==> src/rtl/bspline_grid_weights_assert.svh <==
// assertion macros shared by the spline weight rtl
// no dependencies; included by modules that carry assertions
`ifndef BSPLINE_GRID_WEIGHTS_ASSERT_SVH
`define BSPLINE_GRID_WEIGHTS_ASSERT_SVH

// same-cycle implication
`define BSW_ASSERT_NOW(label, clk_s, rst_s, ante, cons) \
  label: assert property (@(posedge clk_s) disable iff (rst_s) (ante) |-> (cons)) \
    else $error("bspline_grid_weights assertion failed");

// next-cycle implication
`define BSW_ASSERT_NEXT(label, clk_s, rst_s, ante, cons) \
  label: assert property (@(posedge clk_s) disable iff (rst_s) (ante) |=> (cons)) \
    else $error("bspline_grid_weights assertion failed");

`endif

==> src/rtl/bsw_pkg.sv <==
// shared constants and register codes for the spline weight block
// no dependencies
package bsw_pkg;

  // default parameter values
  localparam int MAX_ORDER_DEF = 8;
  localparam int MAX_GRID_DEF  = 4096;
  localparam int FRAC_BITS_DEF = 16;

  // fixed field widths
  localparam int COORD_W    = 32;
  localparam int SCALE_W    = 32;
  localparam int WEIGHT_W   = 17;
  localparam int INDEX_W    = 12;
  localparam int ORDER_W    = 4;
  localparam int POINTS_W   = 13;
  localparam int CFG_IDX_W  = 8;
  localparam int CFG_DATA_W = 32;
  localparam int Q16_ONE    = 65536;

  // configuration register indexes
  typedef enum logic [CFG_IDX_W-1:0] {
    CFG_PERIODIC = 8'd0,
    CFG_ORDER    = 8'd1,
    CFG_POINTS   = 8'd2,
    CFG_SCALE    = 8'd3
  } cfg_reg_t;

endpackage

==> src/rtl/bsw_level.sv <==
// one order step of the b-spline weight recursion, two register stages
// depends on bsw_pkg
module bsw_level import bsw_pkg::*; #(
  parameter int MAX_ORDER = MAX_ORDER_DEF,
  parameter int FRAC_BITS = FRAC_BITS_DEF,
  parameter int LEVEL_N   = 3
) (
  input  logic                                  clk,
  input  logic                                  en,
  input  logic [FRAC_BITS:0]                    t,
  input  logic [$clog2(MAX_ORDER+1)-1:0]        order,
  input  logic [MAX_ORDER-1:0][FRAC_BITS:0]     c_in,
  output logic [MAX_ORDER-1:0][FRAC_BITS:0]     c_out
);

  localparam int W  = FRAC_BITS + 1;
  localparam int AW = $clog2(MAX_ORDER) + FRAC_BITS;
  localparam int PW = AW + W + 1;
  localparam int HW = PW - FRAC_BITS;
  localparam int D  = LEVEL_N - 1;
  localparam int K  = HW + 4;
  localparam int QW = HW + K;
  localparam longint unsigned RECIP = ((longint'(1) << K) + longint'(D) - 1) / longint'(D);
  localparam logic [PW-1:0] RND = PW'(D) << (FRAC_BITS - 1);

  logic                              act;
  logic [MAX_ORDER-1:0][W-1:0]       cpass;

  // level applies only when the order reaches it
  always_ff @(posedge clk) begin
    if (en) begin
      act   <= (32'(order) >= LEVEL_N);
      cpass <= c_in;
    end
  end

  for (genvar i = 0; i < MAX_ORDER; i++) begin : g_tap
    logic [AW-1:0] ca;
    logic [AW-1:0] cb;
    logic [PW-1:0] p1;
    logic [PW-1:0] p2;
    logic [HW-1:0] hi;
    logic [QW-1:0] qprod;
    logic [W-1:0]  c_r;

    // left neighbor term
    if (i >= 1 && i <= LEVEL_N - 1) begin : g_left
      assign ca = AW'(t) + (AW'(LEVEL_N - 1 - i) << FRAC_BITS);
      assign p1 = PW'(ca) * PW'(c_in[i-1]);
    end else begin : g_noleft
      assign ca = '0;
      assign p1 = '0;
    end

    // own term
    if (i <= LEVEL_N - 2) begin : g_own
      assign cb = (AW'(i + 1) << FRAC_BITS) - AW'(t);
      assign p2 = PW'(cb) * PW'(c_in[i]);
    end else begin : g_noown
      assign cb = '0;
      assign p2 = '0;
    end

    // stage a: rounded sum of products
    always_ff @(posedge clk) begin
      if (en) begin
        hi <= HW'((p1 + p2 + RND) >> FRAC_BITS);
      end
    end

    // stage b: divide by the level constant through its reciprocal
    assign qprod = QW'(hi) * QW'(RECIP);

    if (i <= LEVEL_N - 1) begin : g_upd
      always_ff @(posedge clk) begin
        if (en) begin
          c_r <= act ? W'(qprod >> K) : cpass[i];
        end
      end
    end else begin : g_pass
      always_ff @(posedge clk) begin
        if (en) begin
          c_r <= cpass[i];
        end
      end
    end

    assign c_out[i] = c_r;
  end

endmodule

==> config.mk <==
export PLATFORM = sky130hd
export DESIGN_NAME = bsw_level
export DESIGN_NICKNAME = d
export VERILOG_FILES = /design/src/rtl/bspline_grid_weights_assert.svh /design/src/rtl/bsw_pkg.sv /design/src/rtl/bsw_level.sv
export SDC_FILE = /design/constraint.sdc
export NUM_CORES = 2
export LEC_CHECK = 0
export ABC_AREA = 1
export BUFFER_PORTS_ARGS = -buffer_cell sky130_fd_sc_hd__clkbuf_2
export CAP_MARGIN = 20
export CORE_AREA = 2 2 286 288
export CTS_BUF_LIST = sky130_fd_sc_hd__clkbuf_4 sky130_fd_sc_hd__clkbuf_8 sky130_fd_sc_hd__clkbuf_16
export DETAILED_ROUTE_END_ITERATION = 7
export DIE_AREA = 0 0 288 290
export PLACE_DENSITY = 0.95
export SLEW_MARGIN = 15
export SYNTH_ARGS = -nofsm -noshare
export SYNTH_HDL_FRONTEND = slang
export SYNTH_SLANG_ARGS = --single-unit
export TNS_END_PERCENT = 5
==> constraint.sdc <==
create_clock -name clk -period 10.55 [get_ports clk]
set_input_delay 0.5275 -clock clk [delete_from_list [all_inputs] [get_ports clk]]
set_output_delay 0.5275 -clock clk [all_outputs]
set_load 0.02 [all_outputs]
==> results <==
- The H-tree generated during clock tree synthesis spans 2 levels.
- The clock tree from TritonCTS is yes.
- The first global-routing pass estimated 241,000 µm of wire.
- The via count of the first global-routing pass is ~45k.
- Relative to the synthesized area, the layout overhead comes to 6.83%.
- Clock skew on the completed layout was measured at 0.0420 ns.
- The critical path is of the in -> reg type.
- The flow ran to the end, but the final reports show violations.
- The final reports fail on design-rule violations.
- The average wire per standard cell is 21.7 µm.
- The largest individual stage delay along the critical path comes from the cell sky130_fd_sc_hd__inv_1.
- The register area is 9730 µm².
- Setup violations remaining at the end of the flow were counted as 0.
- Hold repair after CTS inserted 0 buffers.
- The netlist area before placement is ~52,000 µm².
- The total length of routed wires is roughly 150,000 µm.
- Dividing the final minimum period by the clock period gives 0.844.
- Once placement finished, the instance area stood at 54,300 µm².
- The flip-flop and latch count after synthesis is 324.
- The chip width is 288 µm.
- The count of fill cells added during filler insertion is 5,573.
- In this design, the critical path's most frequently occurring cell is sky130_fd_sc_hd__fa_1.
- The count of pins over their slew limit is 0.
- The initial utilization of the core area, before any placement, comes to 0.649.
- The top cell types in the final layout, fill and taps aside, are sky130_fd_sc_hd__inv_1, sky130_fd_sc_hd__nand2_1, sky130_fd_sc_hd__fa_1.
- The number of vias per cell is 5.82.
- The number of setup buffers added after CTS is 0.
- For this run, the detailed router's first-pass iteration total came to 8.
- Yosys printed 0 warnings.
- The hold violation total from the final report is 0.
- The last weighted congestion value of the routability-driven placer is 1.00.
- The number of buffers inserted by port buffering is 294.
- The HPWL after detailed placement is 119,000 µm.
- The post-route cell area is 55,600 µm².
- The clock net in this run drives a total of 324 sinks.
- The total number of nets in the final design is 7,598.
- After global routing the overflow that remains totals 0.
- The critical path's largest stage delay is 0.67 ns.
- The worst setup path is launched from a primary input.
- The floorplan die area is 83,500 µm².
- The initial antenna violation count is 7.
- The total CTS buffers is 36.
- Across every metal layer, demand over resource in global routing totals 0.381.
- In the final layout, the share of cells above drive strength 1 is 0.0839.
- Along the worst path, the maximum fanout reaches 20.
- In this run the remaining antenna-violating nets after routing total 0.
- The buffers plus inverters on the worst setup path is 8.
- CTS placed an instance of sky130_fd_sc_hd__clkbuf_16 at the clock tree root.
- The library cell used most frequently in the layout, excluding fill and tap cells, is sky130_fd_sc_hd__inv_1.
- The multi-input combinational cells in the finished layout cover a total of 35,100 µm².
- After technology mapping, the gate count stands at 5,834.
- The kind of capture point of the worst setup path is a flop.
- The core region is between 80,000 and 90,000 µm².
- At the pin with the least slew margin, the transition time is 1.13 ns.
- The largest buffer count on any clock path is 3.
- The dominant delay contributor by cell family on the critical path is adder cells.
- The endpoint required time on the critical path is approximately 11 ns.
- Post-CTS repair changed the size of 0 cells.
- The worst pin sits at a relative slew slack of 0.247.
- The post-route DRC violation count is 6.
- The floorplan step set the die height to around 290 µm.
- Across all layers, the routed design uses ~41k vias.
- The post-synthesis area per instance is 8.92 µm².
- The count of pins on the block boundary is 295.
- The number of placement rows is 104.
- The total negative setup slack is 0 ns.
- After the first detailed-routing iteration, the DRC count stood at 5,165.
- The clock-pin slew on the worst setup and hold paths is 0.06 ns.
- The sequential area share after synthesis is 0.187.
- Timing would allow up to 112 MHz.
- The worst min-delay path class is in -> reg.
- The distinct cell type count of the synthesized netlist is 42.
- Setup repair after global routing left no endpoint under its margin.
- The tool flagged a number of max-cap violations equal to 0.
- The later-pin clock latency in the skew report is 0.61 ns.
- The worst path arrival time is between 9 and 10 ns.
- Entering global routing, the biggest net connects 99 pins.
- The minimum clock period is 8.91 ns.
-- area by class of cell --
cell class	count	area share
sequential	324	0.175
antenna	7	0.000315
inverter	1674	0.113
tap	1060	0.0239
multi-input combinational	3607	0.631
clock inverter	24	0.00560
timing repair buffer	350	0.0342
clock buffer	41	0.0169
-- worst register-to-register path, stage by stage, from the launching register on --
cell	delay, ns
sky130_fd_sc_hd__edfxtp_1	0.32
sky130_fd_sc_hd__buf_4	0.69
sky130_fd_sc_hd__mux2_2	0.51
-- sequential cells by signal, indices dropped and copies added (netlist names) --
name       cells
g_tap.c_r    136
act            1
g_tap.hi      51
cpass        136
-- cell families after synthesis --
group,count (synthesis),synth area share
AOI/OAI and AO/OA,214,0.0233
xor gates and xnor gates,33,0.00555
adders and majority gates,1446,0.494
buffers and inverters,1905,0.139
DFF,324,0.187
muxes,51,0.0110
other,2,0.000144
and+or+nand+nor,1859,0.141
-- per-stage QoR --
step,hold slack (ns),utilization,setup WS [ns],std cells
2_1_floorplan,0.400,-,2.87,5836
3_3_place_gp,0.400,0.678,1.68,7015
3_5_place_dp,0.405,0.678,1.38,7015
4_1_cts,0.106,0.693,1.96,7080
5_1_grt,0.105,0.694,1.39,7082
6_report,0.127,0.694,1.64,7087
-- path summary, 6_finish.rpt --
check / from / endpoint / cells after the start / slack [ns]
max: t[1] / g_tap[1].hi[9] / 30 / 1.64
min: c_in[41] / cpass[41] / 1 / 0.13
max reg2reg: act / g_tap[1].c_r[4] / 2 / 8.78
min reg2reg: cpass[124] / g_tap[7].c_r[5] / 0 / 0.41
-- Yosys cell counts --
| cell | instances | area, µm² |
|---|---|---|
| sky130_fd_sc_hd__a21boi_0 | 5 | 37.5 |
| sky130_fd_sc_hd__o21ai_0 | 60 | 300 |
| sky130_fd_sc_hd__nor2_1 | 426 | 1600 |
| sky130_fd_sc_hd__o21bai_1 | 21 | 158 |
| sky130_fd_sc_hd__nor2_2 | 2 | 12.5 |
| sky130_fd_sc_hd__nand4_1 | 14 | 87.6 |
| sky130_fd_sc_hd__a21o_1 | 11 | 82.6 |
| sky130_fd_sc_hd__buf_2 | 23 | 115 |
| sky130_fd_sc_hd__o21a_1 | 5 | 37.5 |
| sky130_fd_sc_hd__and3_1 | 1 | 6.26 |
| sky130_fd_sc_hd__nor3_1 | 22 | 110 |
| sky130_fd_sc_hd__inv_1 | 1654 | 6210 |
| sky130_fd_sc_hd__xnor2_1 | 9 | 78.8 |
| sky130_fd_sc_hd__o21ai_4 | 1 | 16.3 |
| sky130_fd_sc_hd__or2_2 | 7 | 43.8 |
| sky130_fd_sc_hd__nand3b_1 | 4 | 30.0 |
| sky130_fd_sc_hd__inv_2 | 11 | 41.3 |
| sky130_fd_sc_hd__buf_6 | 6 | 67.6 |
| sky130_fd_sc_hd__nand2_2 | 11 | 68.8 |
| sky130_fd_sc_hd__a21oi_1 | 98 | 490 |
| sky130_fd_sc_hd__a31oi_1 | 4 | 25.0 |
| sky130_fd_sc_hd__clkinv_1 | 9 | 33.8 |
| sky130_fd_sc_hd__nand2_1 | 1247 | 4680 |
| sky130_fd_sc_hd__xor2_1 | 24 | 210 |
| sky130_fd_sc_hd__o21ai_1 | 2 | 10.0 |
| sky130_fd_sc_hd__o211ai_1 | 5 | 37.5 |
| sky130_fd_sc_hd__ha_1 | 434 | 5430 |
| sky130_fd_sc_hd__nor4_1 | 5 | 31.3 |
| sky130_fd_sc_hd__nand2b_1 | 1 | 6.26 |
| sky130_fd_sc_hd__a211o_1 | 1 | 8.76 |
| sky130_fd_sc_hd__edfxtp_1 | 324 | 9730 |
| sky130_fd_sc_hd__nand3_1 | 113 | 566 |
| sky130_fd_sc_hd__clkbuf_1 | 159 | 597 |
| sky130_fd_sc_hd__buf_1 | 41 | 154 |
| sky130_fd_sc_hd__o21ai_2 | 1 | 8.76 |
| sky130_fd_sc_hd__conb_1 | 2 | 7.51 |
| sky130_fd_sc_hd__nor3_4 | 1 | 16.3 |
| sky130_fd_sc_hd__mux2_2 | 51 | 574 |
| sky130_fd_sc_hd__nor2_4 | 3 | 33.8 |
| sky130_fd_sc_hd__buf_4 | 2 | 15.0 |
| sky130_fd_sc_hd__nand4_2 | 2 | 25.0 |
| sky130_fd_sc_hd__fa_1 | 1012 | 20300 |
-- per-layer routing --
layer / GRT usage / up-vias / wire length, µm
met5: 0.00523 / - / 13
met4: 0.252 / 2 / 13300
met3: 0.128 / 997 / 21000
met2: 0.590 / 3153 / 69200
met1: 0.452 / 19900 / 50000
li1: - / 17200 / -
Power is left out: the tool's default activity adds up to more than one toggle a clock period on the data nets, which glitch-free logic cannot reach.
